--- src/hdl/digw_pkg.sv ---
`default_nettype none
package digw_pkg;

	localparam int WIN_DEPTH = 5;
	localparam int NUM_WORDS = 10;
	localparam int CNT_W = $clog2(WIN_DEPTH + 1);
	localparam logic [7:0] DIGIT_BASE = 8'h30;

	typedef logic [WIN_DEPTH-1:0][7:0] win_t;

	typedef struct packed {
		logic [CNT_W-1:0] shift;
		logic             load;
	} cell_ctl_t;

	typedef struct packed {
		logic [7:0]       res_byte;
		logic [CNT_W-1:0] used;
	} match_t;

	localparam logic [7:0] WORD_TAB [NUM_WORDS][WIN_DEPTH] = '{
		'{"z", "e", "r", "o", 8'h00},
		'{"o", "n", "e", 8'h00, 8'h00},
		'{"t", "w", "o", 8'h00, 8'h00},
		'{"t", "h", "r", "e", "e"},
		'{"f", "o", "u", "r", 8'h00},
		'{"f", "i", "v", "e", 8'h00},
		'{"s", "i", "x", 8'h00, 8'h00},
		'{"s", "e", "v", "e", "n"},
		'{"e", "i", "g", "h", "t"},
		'{"n", "i", "n", "e", 8'h00}
	};

	localparam logic [CNT_W-1:0] WORD_LEN [NUM_WORDS] = '{
		CNT_W'(4), CNT_W'(3), CNT_W'(3), CNT_W'(5), CNT_W'(4),
		CNT_W'(4), CNT_W'(3), CNT_W'(5), CNT_W'(5), CNT_W'(4)
	};

	function automatic logic [7:0] fold_case(input logic [7:0] c);
		if (c >= 8'h41 && c <= 8'h5A) begin
			return c | 8'h20;
		end
		return c;
	endfunction

endpackage
`default_nettype wire

--- src/hdl/digw_cell.sv ---
`default_nettype none
module digw_cell (
	input  wire logic                clk,
	input  wire digw_pkg::cell_ctl_t ctl,
	input  wire logic [7:0]          up1,
	input  wire logic [7:0]          up3,
	input  wire logic [7:0]          up4,
	input  wire logic [7:0]          in_byte,
	output logic [7:0]               byte_q
);

	logic [7:0] shifted;

	always_comb begin
		case (ctl.shift)
			digw_pkg::CNT_W'(0): shifted = byte_q;
			digw_pkg::CNT_W'(1): shifted = up1;
			digw_pkg::CNT_W'(3): shifted = up3;
			digw_pkg::CNT_W'(4): shifted = up4;
			default:             shifted = 8'h00;
		endcase
	end

	always_ff @(posedge clk) begin
		byte_q <= ctl.load ? in_byte : shifted;
	end

endmodule
`default_nettype wire

--- src/hdl/digw_match.sv ---
`default_nettype none
module digw_match (
	input  wire digw_pkg::win_t                win,
	input  wire logic [digw_pkg::CNT_W-1:0]    fill,
	output digw_pkg::match_t                   res
);

	logic ok;

	always_comb begin
		res.res_byte = win[0];
		res.used     = digw_pkg::CNT_W'(1);
		for (int w = 0; w < digw_pkg::NUM_WORDS; w++) begin
			ok = (digw_pkg::WORD_LEN[w] <= fill);
			for (int k = 0; k < digw_pkg::WIN_DEPTH; k++) begin
				if (digw_pkg::CNT_W'(k) < digw_pkg::WORD_LEN[w] &&
				    digw_pkg::fold_case(win[k]) != digw_pkg::WORD_TAB[w][k]) begin
					ok = 1'b0;
				end
			end
			if (ok) begin
				res.res_byte = digw_pkg::DIGIT_BASE + 8'(w);
				res.used     = digw_pkg::WORD_LEN[w];
			end
		end
	end

endmodule
`default_nettype wire

--- src/hdl/digit_word_substituter_core.sv ---
`default_nettype none
// Replaces the words zero..nine (any ASCII letter case) in a byte stream with the
// digits '0'..'9'; every other byte passes unchanged, tlast closes each line. Bytes
// enter a row of five cells; once five are held, or the line has ended, the head is
// decided and the row shifts by the bytes consumed. Input takes one byte per cycle
// while the row has room or the output is free; after the last byte of a line the row
// drains at one result per cycle (up to five) unless stalled, with s_axis_tready low.
module digit_word_substituter_core (
	input  wire logic       clk,
	input  wire logic       arst_n,
	input  wire logic       s_axis_tvalid,
	output logic            s_axis_tready,
	input  wire logic [7:0] s_axis_tdata,  // [7:0] in_byte
	input  wire logic       s_axis_tlast,
	output logic            m_axis_tvalid,
	input  wire logic       m_axis_tready,
	output logic [7:0]      m_axis_tdata,  // [7:0] out_byte
	output logic            m_axis_tlast
);

	localparam int D = digw_pkg::WIN_DEPTH;
	localparam int CW = digw_pkg::CNT_W;

	digw_pkg::win_t      win;
	digw_pkg::match_t    mres;
	digw_pkg::cell_ctl_t ctl [D];
	logic [CW-1:0]       fill_q;
	logic                flush_q;
	logic [CW-1:0]       shift;
	logic [CW-1:0]       rem;
	logic                slot_free;
	logic                decide;
	logic                acc;

	assign slot_free     = !m_axis_tvalid || m_axis_tready;
	assign decide        = slot_free && (fill_q == CW'(D) || flush_q);
	assign s_axis_tready = !flush_q && (fill_q != CW'(D) || slot_free);
	assign acc           = s_axis_tvalid && s_axis_tready;
	assign shift         = decide ? mres.used : CW'(0);
	assign rem           = fill_q - shift;

	digw_match u_match (
		.win  (win),
		.fill (fill_q),
		.res  (mres)
	);

	for (genvar i = 0; i < D; i++) begin : g_cell
		logic [7:0] up1, up3, up4;
		assign up1 = (i + 1 < D) ? win[(i + 1) % D] : 8'h00;
		assign up3 = (i + 3 < D) ? win[(i + 3) % D] : 8'h00;
		assign up4 = (i + 4 < D) ? win[(i + 4) % D] : 8'h00;
		assign ctl[i].shift = shift;
		assign ctl[i].load  = acc && (rem == CW'(i));
		digw_cell u_cell (
			.clk     (clk),
			.ctl     (ctl[i]),
			.up1     (up1),
			.up3     (up3),
			.up4     (up4),
			.in_byte (s_axis_tdata),
			.byte_q  (win[i])
		);
	end

	always_ff @(posedge clk or negedge arst_n) begin
		if (!arst_n) begin
			fill_q        <= '0;
			flush_q       <= 1'b0;
			m_axis_tvalid <= 1'b0;
		end else begin
			fill_q <= rem + CW'(acc);
			if (acc && s_axis_tlast) begin
				flush_q <= 1'b1;
			end else if (decide && rem == CW'(0)) begin
				flush_q <= 1'b0;
			end
			if (decide) begin
				m_axis_tvalid <= 1'b1;
			end else if (m_axis_tready) begin
				m_axis_tvalid <= 1'b0;
			end
		end
	end

	always_ff @(posedge clk) begin
		if (decide) begin
			m_axis_tdata <= mres.res_byte;
			m_axis_tlast <= flush_q && rem == CW'(0);
		end
	end

endmodule
`default_nettype wire

--- config.mk ---
export PLATFORM = sky130hd
export DESIGN_NAME = digit_word_substituter_core
export DESIGN_NICKNAME = d
export VERILOG_FILES = /design/src/hdl/digw_pkg.sv /design/src/hdl/digw_cell.sv /design/src/hdl/digw_match.sv /design/src/hdl/digit_word_substituter_core.sv
export SDC_FILE = /design/constraint.sdc
export NUM_CORES = 1
export LEC_CHECK = 0
export BUFFER_PORTS_ARGS = -buffer_cell sky130_fd_sc_hd__buf_2
export CORE_ASPECT_RATIO = 1.75
export CORE_MARGIN = 2
export CORE_UTILIZATION = 41
export CTS_BUF_LIST = sky130_fd_sc_hd__clkbuf_8
export CTS_CLUSTER_DIAMETER = 60
export DETAILED_ROUTE_END_ITERATION = 10
export PLACE_DENSITY_LB_ADDON = 0.25
export SLEW_MARGIN = 20
export SYNTH_ARGS = -nofsm -noshare
export SYNTH_HDL_FRONTEND = slang
export SYNTH_SLANG_ARGS = --single-unit
--- constraint.sdc ---
create_clock -name clk -period 6.65 [get_ports clk]
set_input_delay 0.665 -clock clk [delete_from_list [all_inputs] [get_ports clk]]
set_output_delay 0.665 -clock clk [all_outputs]
set_load 0.01 [all_outputs]
### Yosys cells after proc, flatten, opt, wreduce, memory -nomap -nowiden

Cells that the tools add are included.

| cells by class | value |
|---|---|
| add/sub/neg operators | 2 |
| $lt $le $gt $ge | 13 |
| equal/unequal tests | 42 |
| muxes and demuxes | 79 |
| reductions and logical operators | 27 |

Operators by type and width:

| operator | count |
|---|---|
| $ne A8 B7 Y1 const B | 28 |
| $mux W8 | 16 |
| $mux W7 | 8 |
| $mux W1 | 48 |
| $ge A8 B7 Y1 const B | 5 |
| $le A8 B7 Y1 const B | 5 |
| $pmux W8 S2 | 2 |
| $pmux W8 S4 | 1 |
| $pmux W8 S3 | 1 |
| $logic_and A1 B1 Y1 | 16 |
| $ne A2 B2 Y1 const B | 5 |
| $reduce_or A10 Y1 | 1 |
| $eq A3 B2 Y1 const B | 3 |
| $eq A3 B3 Y1 const B | 3 |
| $eq A3 B1 Y1 const B | 2 |
| $le A3 B3 Y1 const A | 2 |
| $logic_not A3 Y1 | 2 |
| $mux W3 | 2 |
| $mux W4 | 1 |
| $reduce_bool A2 Y1 | 2 |
| $add A3 B1 Y3 | 1 |
| $le A2 B3 Y1 const A | 1 |
| $logic_or A1 B1 Y1 | 3 |
| $ne A3 B3 Y1 const B | 1 |
| 3 further kinds | 4 |

| storage, ports and cells | value |
|---|---|
| register bits | 54 |
| bits of input ports | 13 |

### Logic depth before layout (Yosys ltp)

Gate-level depths: netlist of the first run.

| depth | value |
|---|---|
| depth in word-level cells | 25 |
| mapped depth | 15 |
| mapped depth without buffers | 13 |

### By module

Synthesis of the first run repeated with hierarchy kept, for this count alone.

| unflattened totals | value |
|---|---|
| cell total of the unflattened synthesis | 498 |
| area total of the unflattened synthesis | 5066.1 um^2 |

Modules (own cells, without submodules):

| module | times used | cells each | area an instance (um^2) |
|---|---|---|---|
| digw_cell | 5 | 61 | 678.2 |
| digw_match | 1 | 139 | 930.9 |
| digit_word_substituter_core | 1 | 54 | 744.5 |

### Worst setup path before layout of the first run

OpenSTA, ideal clock, no wires.

| path | value |
|---|---|
| path type | register -> register |
| start point | reg g_cell[1].u_cell.byte_q[1] |
| end point | reg g_cell[2].u_cell.byte_q[0], enable pin |
| setup time | 384 ps |
| arrival time | 3567 ps |
| slack | 2699 ps |
| cell stages (with the launch flop) | 13 |
| path through | edfxtp_1 -> buf_6 -> nor4b_2 -> nand4_1 -> or4_1 -> nand4_4 -> nor2_1 -> ha_1 -> fa_1 -> xor2_1 -> nand2_1 -> a2bb2oi_2 -> o21ai_0 |

| on the way | value |
|---|---|
| cells in the longest elaborated chain, start to end | 23 |

Ends and longest elaborated chain:

| item | RTL line | source |
|---|---|---|
| start, declared | digw_cell.sv:9 | `output logic [7:0] byte_q` |
| start signal, assigned | digw_cell.sv:25 | `byte_q <= ctl.load ? in_byte : shifted;` |
| $ge A8 B7 Y1 / $le A8 B7 Y1 (equally long branches) | digw_pkg.sv:40 | `if (c >= 8'h41 && c <= 8'h5A) begin` |
| $logic_and A1 B1 Y1 | digw_pkg.sv:40 |  |
| $mux W1 | digw_pkg.sv:40 |  |
| $mux W8 (*) | digw_pkg.sv:43 | `return c;` |
| $ne A8 B7 Y1 | digw_match.sv:17 | `digw_pkg::fold_case(win[k]) != digw_pkg::WORD_TAB[w][k]) begin` |
| $mux W1 (3 in series) | digw_match.sv:16 | `if (digw_pkg::CNT_W'(k) < digw_pkg::WORD_LEN[w] &&` |
| $mux W7 (8 in series) | digw_match.sv:21 | `if (ok) begin` |
| $mux W4 | digw_match.sv:21 |  |
| $mux W3 (*) | digw_match.sv:21 |  |
| $mux W3 (*) | digit_word_substituter_core.sv:39 | `assign shift = decide ? mres.used : CW'(0);` |
| $sub A3 B3 Y3 | digit_word_substituter_core.sv:40 | `assign rem = fill_q - shift;` |
| $eq A3 B2 Y1 | digit_word_substituter_core.sv:54 | `assign ctl[i].load = acc && (rem == CW'(i));` |
| $logic_and A1 B1 Y1 | digit_word_substituter_core.sv:54 |  |
| $ne A2 B2 Y1 (no source line) (*) | n/a |  |
| end signal, assigned | digw_cell.sv:25 |  |
| end, declared | digw_cell.sv:9 |  |

Mark *: on every way between the ends. The rest lies on a longest branch, timed or not. The select of a mux whose other input is x is not followed.
A chain may end at the register's enable or synchronous reset.

### Worst setup path after layout of the first run

| path | value |
|---|---|
| start point | reg g_cell[2].u_cell.byte_q[7] |
| end point | reg g_cell[2].u_cell.byte_q[7], enable pin |

| on the way | value |
|---|---|
| cells in the longest elaborated chain, start to end | 22 |

Ends and longest elaborated chain:

| item | RTL line |
|---|---|
| $ge A8 B7 Y1 / $le A8 B7 Y1 (equally long branches) | digw_pkg.sv:40 |
| $logic_and A1 B1 Y1 | digw_pkg.sv:40 |
| $mux W1 | digw_pkg.sv:40 |
| $mux W8 (*) | digw_pkg.sv:43 |
| $ne A8 B7 Y1 | digw_match.sv:17 |
| $mux W1 (2 in series) | digw_match.sv:16 |
| $mux W7 (8 in series) | digw_match.sv:21 |
| $mux W4 | digw_match.sv:21 |
| $mux W3 (*) | digw_match.sv:21 |
| $mux W3 (*) | digit_word_substituter_core.sv:39 |
| $sub A3 B3 Y3 | digit_word_substituter_core.sv:40 |
| $eq A3 B2 Y1 | digit_word_substituter_core.sv:54 |
| $logic_and A1 B1 Y1 | digit_word_substituter_core.sv:54 |
| $ne A2 B2 Y1 (no source line) (*) | n/a |

Marked as above.

==> impl_table.tex, run 1 <==
\begin{tabular}{lr}
\hline
Metric & Value \\
\hline
\multicolumn{2}{l}{\textbf{Clock tree}} \\
\quad Clock-pin slew on the worst setup and hold paths & about 0.1 ns \\
\quad Maximum root-to-sink buffer count & 2 \\
\quad Total number of H-tree levels & 2 \\
\quad CTS Root Buffer Type & sky130\_fd\_sc\_hd\_\_clkbuf\_8 \\
\quad Post-CTS Hold Fix Bufs & 0 \\
\quad Clock tree from TritonCTS & yes \\
\quad \# resized after CTS & 0 \\
\quad Clk sink count & 54 \\
\quad Number of buffers created by CTS & 5 \\
\quad Insertion delay to the later sink of the worst-skew pair & roughly 0.32 ns \\
\quad Post-CTS setup buffers & 0 \\
\multicolumn{2}{l}{\textbf{Timing}} \\
\quad Setup-violating endpoint count in the final report & 0 \\
\quad Actual transition at the worst max-transition pin & $\sim$1.1 ns \\
\quad Maximum clock frequency & 0.202 GHz \\
\quad Final max-slew violation count & 0 \\
\quad Clock period minus worst slack & slightly below 5 ns \\
\quad Post-Route Setup TNS & 0 ns \\
\quad Unrepaired setup endpoints after global routing & no \\
\quad Count of final hold-check violations & 0 \\
\quad Fraction of the cycle the final worst path needs & 0.743 \\
\quad Final clock skew & a little under 0.005 ns \\
\quad Slew HR & 0.244 \\
\multicolumn{2}{l}{\textbf{Global route}} \\
\quad Overall global routing resource usage & 0.274 \\
\quad First-pass GRT wire length & $\sim$19,000 microns \\
\quad Vias in the first global route & a little over 3,000 \\
\quad Pin count of the biggest net entering global routing & 18 \\
\quad Initial antenna violation count & 0 \\
\quad Overflow after GRT & 0 \\
\multicolumn{2}{l}{\textbf{Finish}} \\
\quad Final Instance Area & a little under 4000 sq um \\
\quad Most frequent cells in the layout & sky130\_fd\_sc\_hd\_\_edfxtp\_1, sky130\_fd\_sc\_hd\_\_nand2\_1, sky130\_fd\_sc\_hd\_\_nor2\_1 \\
\quad Layout overhead on the synthesized area & 8.82\% \\
\quad Fraction of layout cells with a size suffix above 1 & 0.191 \\
\quad Commonest non-fill, non-tap cell in the layout & sky130\_fd\_sc\_hd\_\_edfxtp\_1 \\
\quad Antenna diodes & 0 \\
\quad NumNets Final & roughly 370 \\
\multicolumn{2}{l}{\textbf{Job}} \\
\quad Max-capacitance violation count & 0 \\
\multicolumn{2}{l}{\textbf{Floorplanning}} \\
\quad Starting Density & 0.421 \\
\quad I/O pin total & 24 \\
\quad Standard-cell row count & 45 \\
\quad Die Area & $\sim$9700 sq um \\
\quad Overall die height & approximately 130 microns \\
\quad Core area & $\sim$8600 sq um \\
\quad Chip width & approximately 75 microns \\
\multicolumn{2}{l}{\textbf{Drt}} \\
\quad Wire length after detailed routing & 12,200 microns \\
\quad DR vias & $\sim$3,100 \\
\quad Average wire length per cell after detail routing & 25.9 microns \\
\quad Count of routing violations after the opening detailed-route iteration & 385 \\
\quad Detailed-route DRC error count & 0 \\
\quad Final ANT Viol Nets & 0 \\
\quad Number of iterations in the first detailed-routing pass & 5 \\
\quad Vias per Instance & 6.53 \\
\multicolumn{2}{l}{\textbf{Synthesis}} \\
\quad Net Count, Synth & 348 \\
\quad Largest family of logic cells by synthesized area & simple AND/OR/NAND/NOR gates \\
\quad Compound-cell area share of the yosys netlist & 0.158 \\
\quad Fraction of the mapped netlist area in simple logic gates & 0.327 \\
\quad Part of the Yosys area used for sequential elements & 0.440 \\
\quad Number of register bits inferred by synthesis & 54 \\
\quad Share of synthesized cell area in full adder, half adder and majority cells & 0.0159 \\
\quad Per-instance average area after synthesis & 11.0 sq um \\
\quad Mux contribution to synthesized area & 0.0338 \\
\quad Cell count after synthesis & $\sim$330 \\
\quad Count of different cell masters after synthesis & 70 \\
\quad Mapped Area & around 3600 sq um \\
\quad Synth warnings & 0 \\
\quad Count of flip-flops with a built-in enable after synthesis & 49 \\
\quad Xor and xnor area share after synthesis & 0.00724 \\
\quad Top FF cell, synth & sky130\_fd\_sc\_hd\_\_edfxtp\_1 \\
\quad Fraction of registers with async set or reset after synthesis & 0.0926 \\
\multicolumn{2}{l}{\textbf{Setup path}} \\
\quad Critical Path AT & a little under 5 ns \\
\quad Setup slack of the most critical reg-to-reg path & approximately 1.7 ns \\
\quad Required time of the critical path & approximately 6.6 ns \\
\quad Worst setup EP type & register \\
\quad Worst setup path startpoint & g\_cell[2].u\_cell.byte\_q[7] \\
\quad Type of the worst setup path & register to register \\
\quad Startpoint type of the worst setup path & register \\
\quad Length in cells of the worst reg-to-reg path & 10 \\
\quad Start of the worst register-to-register path & g\_cell[2].u\_cell.byte\_q[7] \\
\quad Reg2reg end & g\_cell[2].u\_cell.byte\_q[7] \\
\quad Largest fanout on the critical path & 8 \\
\quad Timing endpoint of the critical path & g\_cell[2].u\_cell.byte\_q[7] \\
\multicolumn{2}{l}{\textbf{Placed design}} \\
\quad Quantity of I/O buffers inserted on ports & 23 \\
\quad DP HPWL & 9570 microns \\
\quad Placed inst area & roughly 3900 sq um \\
\quad GP Congestion & around 0.97 \\
\multicolumn{2}{l}{\textbf{Power and ir drop}} \\
\quad Pwr Density & a little under 500 nW/um\^{}2 \\
\quad P\_leak & 1.48 nW \\
\quad Worst vdd rail ir drop & about 0.00032 V \\
\multicolumn{2}{l}{\textbf{Run status}} \\
\quad Status & finished, final reports clean \\
\multicolumn{2}{l}{\textbf{Hold path}} \\
\quad Type of the worst min-delay path & input port to async pin \\
\hline
\end{tabular}
==> worst min-delay path by stage <==
stage          startpoint            end  slack (ns)  depth (start not counted)
6_report           arst_n      fill_q[0]        0.13                          1
5_1_grt            arst_n      fill_q[2]        0.13                          1
4_1_cts            arst_n      fill_q[0]        0.13                          1
3_5_place_dp       arst_n      fill_q[0]        0.49                          1
3_3_place_gp       arst_n  m_axis_tvalid        0.48                          1
2_1_floorplan      arst_n      fill_q[0]        0.37                          0
==> logic make-up after synthesis <==
family | after synthesis
simple gates | 179
compound gates | 66
flops | 54
buf+inv | 15
mux | 10
fa+ha+maj | 4
xor+xnor | 3
==> registers in the layout, indices dropped and copies added (netlist names) <==
name / cells
m_axis_tvalid: 1
m_axis_tdata: 8
g_cell.u_cell.byte_q: 40
fill_q: 3
flush_q: 1
m_axis_tlast: 1
==> per-layer routing <==
metal | track usage | vias to the layer above | share of wire
li1 | - | 1368 | -
met1 | 0.306 | 1519 | 0.35
met2 | 0.481 | 156 | 0.54
met4 | 0.163 | 0 | 0.060
met5 | 0 | - | 0
met3 | 0.0305 | 46 | 0.044
==> synth_stat cells, types with 3 or more instances <==
library cell / n / area, sq um
sky130_fd_sc_hd__nand2b_1: 6 / 37.5
sky130_fd_sc_hd__nor2_1: 25 / 93.8
sky130_fd_sc_hd__nor4_1: 9 / 56.3
sky130_fd_sc_hd__a22o_1: 22 / 193
sky130_fd_sc_hd__and3b_1: 4 / 35.0
sky130_fd_sc_hd__a22oi_1: 6 / 45.0
sky130_fd_sc_hd__inv_1: 8 / 30.0
sky130_fd_sc_hd__or3_1: 4 / 25.0
sky130_fd_sc_hd__clkbuf_1: 4 / 15.0
sky130_fd_sc_hd__and2_1: 8 / 50.1
sky130_fd_sc_hd__mux2_2: 6 / 67.6
sky130_fd_sc_hd__nand4b_1: 4 / 35.0
sky130_fd_sc_hd__a21oi_1: 13 / 65.1
sky130_fd_sc_hd__a31oi_1: 6 / 37.5
sky130_fd_sc_hd__dfrtp_1: 5 / 125
sky130_fd_sc_hd__nand3b_1: 5 / 37.5
sky130_fd_sc_hd__nor3_1: 8 / 40.0
sky130_fd_sc_hd__or4_1: 3 / 22.5
sky130_fd_sc_hd__nor2b_1: 4 / 25.0
sky130_fd_sc_hd__nor4bb_1: 3 / 30.0
sky130_fd_sc_hd__edfxtp_1: 49 / 1470
sky130_fd_sc_hd__nand2_1: 33 / 124
sky130_fd_sc_hd__ha_1: 3 / 37.5
sky130_fd_sc_hd__nand4_1: 8 / 50.1
sky130_fd_sc_hd__nor3b_1: 5 / 37.5
sky130_fd_sc_hd__and3_1: 6 / 37.5
sky130_fd_sc_hd__or4_4: 4 / 45.0
sky130_fd_sc_hd__nand3_1: 13 / 65.1
==> power breakdown <==
| part | internal (mW) | switching, mW |
|---|---|---|
| clock network | 0.0746 | 0.119 |
| logic | 0.319 | 0.501 |
| registers | 0.636 | 0.277 |
==> through the flow <==
stage	hold WS, ns	std cells	setup WS (ns)	power [mW]	utilization
detailed placement	0.488	465	1.73	1.72	0.448
CTS	0.133	473	1.72	1.91	0.459
global placement	0.478	465	1.82	1.72	0.448
finish	0.132	473	1.71	1.92	0.459
global route	0.130	473	1.31	2.03	0.459
floorplan	0.369	331	2.70	1.39	-
==> area by class of cell <==
cell class	count	area [sq um]
clock inverter	3	18.8
inverter	8	30.0
multi-input combinational	262	1970
tap	117	146
clock buffer	5	68.8
timing repair buffer	24	123
sequential	54	1600
fill	828	4660
==> worst max-delay path: stages, from the launching register on <==
cell	delay [ns]
sky130_fd_sc_hd__edfxtp_1	0.50
sky130_fd_sc_hd__nor2b_1	0.30
sky130_fd_sc_hd__nand4b_1	0.39
sky130_fd_sc_hd__nor4_1	0.59
sky130_fd_sc_hd__nor2_1	0.08
sky130_fd_sc_hd__a21oi_1	0.75
sky130_fd_sc_hd__fa_1	0.33
sky130_fd_sc_hd__xor2_1	0.31
sky130_fd_sc_hd__nand2_1	0.18
sky130_fd_sc_hd__a2bb2oi_2	0.24
sky130_fd_sc_hd__o21ai_0	0.90
(Power assumes the default switching activity.)
==> run 2, diff against run 1 <==
==> constraint.sdc (replaced) <==
create_clock -name clk -period 4.9 [get_ports clk]
set_input_delay 0.49 -clock clk [delete_from_list [all_inputs] [get_ports clk]]
set_output_delay 0.49 -clock clk [all_outputs]
set_load 0.01 [all_outputs]
==> run 2 against run 1 <==
Total power is 41% higher. Sequential power rose by 30%. Routed wire length is 3.9% lower. Core utilization is 1.2 points higher. Clock-buffer cell count unchanged. Clock skew up 0.0096 ns. Via count decreased by 0.87%.
==> impl_table.tex, run 2 (synthesis gave the netlist of run 1 again) <==
\begin{tabular}{lr}
\hline
Metric & Value \\
\hline
\multicolumn{2}{l}{\textbf{Drt}} \\
\quad Count of routing violations after the opening detailed-route iteration & 303 (-21\%) \\
\quad Total routed wire length on the met1 layer & 4130 microns (-4.9\%) \\
\quad Wire length on met2 & 6240 microns (-5.9\%) \\
\quad Wire length after detailed routing & 11,800 microns (-3.9\%) \\
\quad Met3 Routed Length & 528 microns (-2.9\%) \\
\quad Highest metal layer used by the detailed router & met4 \\
\quad Final ANT Viol Nets & 0 (unchanged) \\
\quad DR vias & 3,062 (-0.87\%) \\
\quad Average wire length per cell after detail routing & 24.4 microns (-5.9\%) \\
\quad Number of iterations in the first detailed-routing pass & 5 (unchanged) \\
\quad Vias per Instance & 6.34 (-2.9\%) \\
\quad Detailed-route DRC error count & 0 (unchanged) \\
\multicolumn{2}{l}{\textbf{Setup path}} \\
\quad Largest fanout on the critical path & 16 (+8) \\
\quad Required time of the critical path & 4.96 ns (-1.64 ns) \\
\quad Critical Path AT & 4.60 ns (-0.29 ns) \\
\quad Worst setup EP type & register \\
\quad Kind of cell adding the most delay to the critical path & simple AND/OR/NAND/NOR gates \\
\quad Critical path cell sequence & nor2b\_1, nand4b\_1, nor4\_1, nor2\_1, a21oi\_1, buf\_4, fa\_1, nand2\_1, nor3\_1, mux2i\_4, mux2\_1 \\
\quad CP Buf/Inv Count & 1 (+1) \\
\quad Crit-path max cell delay & 0.74 ns (-0.16 ns) \\
\quad Type of the worst setup path & register to register \\
\quad Slowest-stage cell, CP & sky130\_fd\_sc\_hd\_\_nor4\_1 \\
\quad Startpoint type of the worst setup path & register \\
\multicolumn{2}{l}{\textbf{Floorplanning}} \\
\quad I/O pin total & 24 (unchanged) \\
\quad Starting Density & 0.421 (unchanged) \\
\quad Standard-cell row count & 45 (unchanged) \\
\quad Die Area & 9650 sq um (unchanged) \\
\quad Chip width & 75.1 microns (unchanged) \\
\quad Core area & 8610 sq um (unchanged) \\
\quad Overall die height & 128 microns (unchanged) \\
\multicolumn{2}{l}{\textbf{Clock tree}} \\
\quad Post-CTS setup buffers & 0 (unchanged) \\
\quad CTS Root Buffer Type & sky130\_fd\_sc\_hd\_\_clkbuf\_8 \\
\quad Clock tree from TritonCTS & yes \\
\quad Clk sink count & 54 (unchanged) \\
\quad Number of buffers created by CTS & 5 (unchanged) \\
\quad Clock-pin slew on the worst setup and hold paths & 0.11 ns (about the same) \\
\quad Total number of H-tree levels & 2 (unchanged) \\
\quad Insertion delay to the later sink of the worst-skew pair & 0.33 ns (about the same) \\
\quad Maximum root-to-sink buffer count & 2 (unchanged) \\
\multicolumn{2}{l}{\textbf{Finish}} \\
\quad Layout overhead on the synthesized area & 11.8\% \\
\quad Cell Count, Final, Fillers Out & 483 (+2.1\%) \\
\quad NumNets Final & 382 (+2.7\%) \\
\quad Biggest regs & g\_cell.u\_cell.byte\_q (40), m\_axis\_tdata (8), fill\_q (3) \\
\quad Layout fillers & 817 (-1.3\%) \\
\quad Commonest non-fill, non-tap cell in the layout & sky130\_fd\_sc\_hd\_\_edfxtp\_1 \\
\quad Antenna diodes & 0 (unchanged) \\
\quad Largest register by flop count & g\_cell.u\_cell.byte\_q \\
\quad Flip-flop count of the largest register, all copies and words added & 40 (unchanged) \\
\quad Post-layout utilization of the core & 0.471 (+0.0125) \\
\quad Fraction of layout cells with a size suffix above 1 & 0.210 (+0.0194) \\
\quad Most frequent cells in the layout & sky130\_fd\_sc\_hd\_\_edfxtp\_1, sky130\_fd\_sc\_hd\_\_nand2\_1, sky130\_fd\_sc\_hd\_\_nor2\_1 \\
\multicolumn{2}{l}{\textbf{Timing}} \\
\quad Clock period minus worst slack & 4.54 ns (-0.403 ns) \\
\quad Count of final hold-check violations & 0 (unchanged) \\
\quad Post-Route Setup TNS & 0 ns (unchanged) \\
\quad Unrepaired setup endpoints after global routing & no \\
\quad Actual transition at the worst max-transition pin & 0.998 ns (-0.126 ns) \\
\quad Setup-violating endpoint count in the final report & 0 (unchanged) \\
\quad Final clock skew & 0.0144 ns (+0.00963 ns) \\
\quad Slew HR & 0.329 (+0.0846) \\
\quad Final max-slew violation count & 0 (unchanged) \\
\quad Maximum clock frequency & 0.220 GHz (+8.9\%) \\
\quad Fraction of the cycle the final worst path needs & 0.926 (+0.183) \\
\multicolumn{2}{l}{\textbf{Placed design}} \\
\quad Placed Cells incl. Taps & 474 (+1.9\%) \\
\quad DP HPWL & 9270 microns (-3.2\%) \\
\quad GP Congestion & 1.01 (+4.6\%) \\
\quad Quantity of I/O buffers inserted on ports & 23 (unchanged) \\
\multicolumn{2}{l}{\textbf{Power and ir drop}} \\
\quad Sw Ratio & 0.452 (-0.0132) \\
\quad Post-layout power & 2.71 mW (+41\%) \\
\quad Pwr Density & 668 nW/um\^{}2 (+37\%) \\
\quad Cell internal pwr & 1.49 mW (+44\%) \\
\quad Sw Pwr & 1.23 mW (+37\%) \\
\quad Part of the total power dissipated in combinational logic & 0.440 (+0.014) \\
\quad Reg power frac & 0.439 (-0.035) \\
\quad Clock network fraction of design power & 0.121 (+0.021) \\
\quad Worst vdd rail ir drop & 0.000379 V (+18\%) \\
\quad P\_leak & 1.54 nW (+3.9\%) \\
\multicolumn{2}{l}{\textbf{Global route}} \\
\quad Overflow after GRT & 0 (unchanged) \\
\quad First-pass GRT wire length & 18,000 microns (-3.7\%) \\
\quad Initial antenna violation count & 0 (unchanged) \\
\quad Pin count of the biggest net entering global routing & 19 (+1) \\
\quad Overall global routing resource usage & 0.262 (-0.0123) \\
\quad Vias in the first global route & 3,066 (+0.36\%) \\
\multicolumn{2}{l}{\textbf{Job}} \\
\quad Max-capacitance violation count & 0 (unchanged) \\
\multicolumn{2}{l}{\textbf{Hold path}} \\
\quad Type of the worst min-delay path & input port to register \\
\multicolumn{2}{l}{\textbf{Run status}} \\
\quad Status & finished, final reports clean \\
\hline
\end{tabular}
==> run 2: cell count changes in the layout (fill, tap and decap cells not counted), sizes merged <==
cell and delta:
buf +9, bufinv +1, clkinv -2, clkinvlp +1, dlygate4sd3 +1
==> run 2: power groups by stage <==
stage,sequential (mW),combinational (mW),clock (mW)
2_1_floorplan,1.06,0.823,0
3_3_place_gp,1.19,1.17,0
3_5_place_dp,1.18,1.18,0
4_1_cts,1.17,1.19,0.329
5_1_grt,1.21,1.29,0.345
6_report,1.19,1.19,0.328
==> run 2: worst reg2reg max path: cells and delay by family, from the launching register on <==
| kind | cells | cell delay (ns) |
|---|---|---|
| mux | 2 | 0.90 |
| fa+ha+maj | 1 | 0.56 |
| flops | 1 | 0.52 |
| buf+inv | 1 | 0.20 |
| compound gates | 1 | 0.19 |
| simple gates | 6 | 1.93 |
==> run 2: worst paths after layout <==
kind	from	depth (start not counted)	slack, ns	end
max in group asynchronous	arst_n	2	4.25	fill_q[0]
max reg2reg	g_cell[2].u_cell.byte_q[7]	11	0.36	g_cell[0].u_cell.byte_q[0]
max	g_cell[2].u_cell.byte_q[7]	11	0.36	g_cell[0].u_cell.byte_q[0]
min in group asynchronous	arst_n	2	0.51	flush_q
min	s_axis_tlast	3	0.35	flush_q
min reg2reg	m_axis_tvalid	2	0.53	m_axis_tvalid
==> run 2: routing by layer <==
metal	up-vias	GRT usage
li1	1383	-
met1	1484	0.285
met2	145	0.464
met3	50	0.0313
met4	0	0.158
met5	-	0
==> run 2: layout make-up <==
| class | instances | area, sq um | share of cell area |
|---|---|---|---|
| inverters | 8 | 30.0 | 0.00740 |
| well taps | 117 | 146 | 0.0361 |
| clock buffers | 5 | 68.8 | 0.0170 |
| repair buffers | 34 | 200 | 0.0493 |
| flip-flops and latches | 54 | 1600 | 0.393 |
| multi-input cells | 262 | 1970 | 0.485 |
| clock inverters | 3 | 48.8 | 0.0120 |
==> run 2: stage by stage <==
step           setup WS [ns]  cell area [sq um]  hold WS (ns)
2_1_floorplan          0.949               3630         0.194
3_3_place_gp           0.433               3930         0.305
3_5_place_dp           0.380               3930         0.310
4_1_cts                0.368               4060         0.352
5_1_grt               0.0959               4060         0.364
6_report               0.362               4060         0.348
==> run 2: timing repair <==
action	in CTS	in global routing
hold buffers	1	0
endpoints found under the hold margin	5	0
gates resized for setup	0	0
==> run 3, diff against run 2 <==
==> constraint.sdc (replaced) <==
create_clock -name clk -period 5 [get_ports clk]
set_input_delay 0.5 -clock clk [delete_from_list [all_inputs] [get_ports clk]]
set_output_delay 0.5 -clock clk [all_outputs]
set_load 0.01 [all_outputs]
==> run 3 against run 2 <==
Register-to-register slack improved by 0.21 ns. Largest cell class unchanged. Combinational power fell by 4%. Worst hold slack improved by 0.017 ns. Clock-buffer cell count unchanged. Sequential share of layout area increased by 0.21 points. Clock skew about the same. First-iteration DRC count up 20%. Die area stayed put.
==> impl_table.tex, run 3 (synthesis gave the netlist of run 1 again) <==
\begin{tabular}{lr}
\hline
Metric & Value \\
\hline
\multicolumn{2}{l}{\textbf{Run status}} \\
\quad Status & finished, final reports clean \\
\multicolumn{2}{l}{\textbf{Global route}} \\
\quad Vias in the first global route & 3,087 (+0.68\%) \\
\quad Overall global routing resource usage & 0.267 (+0.00537) \\
\quad Pin count of the biggest net entering global routing & 18 (-1) \\
\quad First-pass GRT wire length & 18,300 microns (+1.7\%) \\
\quad Overflow after GRT & 0 (unchanged) \\
\quad Initial antenna violation count & 0 (unchanged) \\
\multicolumn{2}{l}{\textbf{Placed design}} \\
\quad DP HPWL & 9160 microns (-1.2\%) \\
\quad Quantity of I/O buffers inserted on ports & 23 (unchanged) \\
\quad GP Congestion & 0.967 (-4.2\%) \\
\multicolumn{2}{l}{\textbf{Drt}} \\
\quad Wire length after detailed routing & 12,100 microns (+2.6\%) \\
\quad Count of routing violations after the opening detailed-route iteration & 364 (+20\%) \\
\quad Final ANT Viol Nets & 0 (unchanged) \\
\quad DR vias & 3,139 (+2.5\%) \\
\quad Vias per Instance & 6.53 (+2.9\%) \\
\quad Number of iterations in the first detailed-routing pass & 6 (+1) \\
\quad Average wire length per cell after detail routing & 25.1 microns (+3.0\%) \\
\quad Detailed-route DRC error count & 0 (unchanged) \\
\multicolumn{2}{l}{\textbf{Floorplanning}} \\
\quad Chip width & 75.1 microns (unchanged) \\
\quad Starting Density & 0.421 (unchanged) \\
\quad Core area & 8610 sq um (unchanged) \\
\quad Standard-cell row count & 45 (unchanged) \\
\quad I/O pin total & 24 (unchanged) \\
\quad Die Area & 9650 sq um (unchanged) \\
\quad Overall die height & 128 microns (unchanged) \\
\multicolumn{2}{l}{\textbf{Clock tree}} \\
\quad Clock-pin slew on the worst setup and hold paths & 0.11 ns (about the same) \\
\quad \# resized after CTS & 0 (unchanged) \\
\quad Maximum root-to-sink buffer count & 2 (unchanged) \\
\quad CTS Root Buffer Type & sky130\_fd\_sc\_hd\_\_clkbuf\_8 \\
\quad Number of buffers created by CTS & 5 (unchanged) \\
\quad Total number of H-tree levels & 2 (unchanged) \\
\quad Clock tree from TritonCTS & yes \\
\quad Insertion delay to the later sink of the worst-skew pair & 0.33 ns (about the same) \\
\quad Clk sink count & 54 (unchanged) \\
\multicolumn{2}{l}{\textbf{Hold path}} \\
\quad Type of the worst min-delay path & input port to register \\
\quad Number of instances on the worst hold path & 3 (unchanged) \\
\quad Hold wc startpoint & s\_axis\_tlast \\
\multicolumn{2}{l}{\textbf{Setup path}} \\
\quad Largest fanout on the critical path & 11 (-5) \\
\quad Startpoint type of the worst setup path & register \\
\quad Critical Path AT & 4.42 ns (-0.18 ns) \\
\quad Length in cells of the worst reg-to-reg path & 13 (+2) \\
\quad Slowest-stage cell, CP & sky130\_fd\_sc\_hd\_\_or4\_4 \\
\quad Start of the worst register-to-register path & g\_cell[0].u\_cell.byte\_q[0] \\
\quad Worst setup path startpoint & g\_cell[0].u\_cell.byte\_q[0] \\
\quad Worst setup EP type & register \\
\quad Crit-path max cell delay & 0.62 ns (-0.12 ns) \\
\quad Type of the worst setup path & register to register \\
\quad Critical path cell sequence & nor2\_1, nand4\_2, or4\_4, nand4\_4, nor2\_1, ha\_1, fa\_1, xor2\_1, nand2\_1, a2bb2oi\_2, nor4\_4, buf\_4, or2\_1 \\
\quad CP dominant cell by count & sky130\_fd\_sc\_hd\_\_nor2\_1 \\
\quad Required time of the critical path & 5.00 ns (+0.04 ns) \\
\multicolumn{2}{l}{\textbf{Timing}} \\
\quad Slew HR & 0.302 (-0.0269) \\
\quad Setup-violating endpoint count in the final report & 0 (unchanged) \\
\quad Count of final hold-check violations & 0 (unchanged) \\
\quad Final worst hold slack & 0.366 ns (+0.0173 ns) \\
\quad Final max-slew violation count & 0 (unchanged) \\
\quad Final clock skew & 0.0142 ns (-0.000265 ns) \\
\quad Fraction of the cycle the final worst path needs & 0.885 (-0.0413) \\
\quad Maximum clock frequency & 0.226 GHz (+2.6\%) \\
\quad Actual transition at the worst max-transition pin & 1.04 ns (+0.0400 ns) \\
\quad Unrepaired setup endpoints after global routing & no \\
\quad Post-Route Setup TNS & 0 ns (unchanged) \\
\quad Clock period minus worst slack & 4.42 ns (-0.114 ns) \\
\multicolumn{2}{l}{\textbf{Power and ir drop}} \\
\quad P\_leak & 1.53 nW (-0.64\%) \\
\quad Pwr Density & 652 nW/um\^{}2 (-2.4\%) \\
\quad Worst vdd rail ir drop & 0.000391 V (+3.2\%) \\
\multicolumn{2}{l}{\textbf{Finish}} \\
\quad Largest register by flop count & g\_cell.u\_cell.byte\_q \\
\quad Most frequent cells in the layout & sky130\_fd\_sc\_hd\_\_edfxtp\_1, sky130\_fd\_sc\_hd\_\_nand2\_1, sky130\_fd\_sc\_hd\_\_nor2\_1 \\
\quad Flip-flop count of the largest register, all copies and words added & 40 (unchanged) \\
\quad Fraction of layout cells with a size suffix above 1 & 0.203 (-0.00709) \\
\quad NumNets Final & 380 (-0.52\%) \\
\quad Antenna diodes & 0 (unchanged) \\
\quad Layout overhead on the synthesized area & 11.2\% \\
\quad Commonest non-fill, non-tap cell in the layout & sky130\_fd\_sc\_hd\_\_edfxtp\_1 \\
\quad Biggest regs & g\_cell.u\_cell.byte\_q (40), m\_axis\_tdata (8), fill\_q (3) \\
\multicolumn{2}{l}{\textbf{Job}} \\
\quad Max-capacitance violation count & 0 (unchanged) \\
\hline
\end{tabular}
## run 3: changes by cell type in the layout (fill, tap and decap cells not counted)
cell	before	now
sky130_fd_sc_hd__inv_6	0	1
sky130_fd_sc_hd__clkinvlp_4	1	0
sky130_fd_sc_hd__buf_4	10	8
sky130_fd_sc_hd__clkinv_1	0	1
sky130_fd_sc_hd__inv_8	1	0
## run 3: layout make-up
type                    count  area, sq um
clock buffers               5         68.8
clock inverters             3         42.5
fillers                   812         4580
inverters                   8         30.0
multi-input cells         262         1970
flip-flops and latches     54         1600
well taps                 117          146
repair buffers             32          185
## run 3: critical path, delay by kind of cell (launching register included)
family / cells / cell delay, ns
flops: 1 / 0.59
buf+inv: 1 / 0.21
fa+ha+maj: 2 / 0.58
simple gates: 8 / 2.16
xor+xnor: 1 / 0.29
compound gates: 1 / 0.26
## run 3: what timing repair did
| action | in CTS | in global routing |
|---|---|---|
| buffers inserted | 0 | 0 |
| hold buffers | 1 | 0 |
| hold endpoints to repair | 5 | 0 |
## run 3: power breakdown
| part | leakage (nW) | switching (mW) | internal (mW) | total, mW |
|---|---|---|---|---|
| Clock | 0.0562 | 0.156 | 0.150 | 0.305 |
| Combinational | 0.926 | 0.691 | 0.447 | 1.14 |
| Sequential | 0.544 | 0.344 | 0.844 | 1.19 |
| Total | 1.53 | 1.19 | 1.44 | 2.63 |
## run 3: path summary, 6_finish.rpt
kind | end | slack (ns)
setup / recovery | g_cell[3].u_cell.byte_q[4] | 0.58
hold / removal | flush_q | 0.37
setup reg to reg | g_cell[3].u_cell.byte_q[4] | 0.58
hold reg to reg | m_axis_tvalid | 0.53
max in group asynchronous | m_axis_tvalid | 4.35
min in group asynchronous | flush_q | 0.52
## run 3: layer usage
metal  vias up  GRT usage  share of wire
met5         -          0              0
met4         0      0.190          0.078
met3        64     0.0423          0.055
met2       185      0.462           0.53
met1      1508      0.282           0.34
li1       1382          -              -
## run 3: per-stage QoR
stage                util  cell area, sq um  total power, mW  setup WS (ns)  std cells
floorplan               -              3630             1.85           1.05        331
global placement    0.454              3920             2.30          0.699        472
detailed placement  0.454              3920             2.30          0.646        472
CTS                 0.469              4040             2.61          0.614        481
global route        0.469              4040             2.77          0.254        481
finish              0.469              4040             2.63          0.577        481
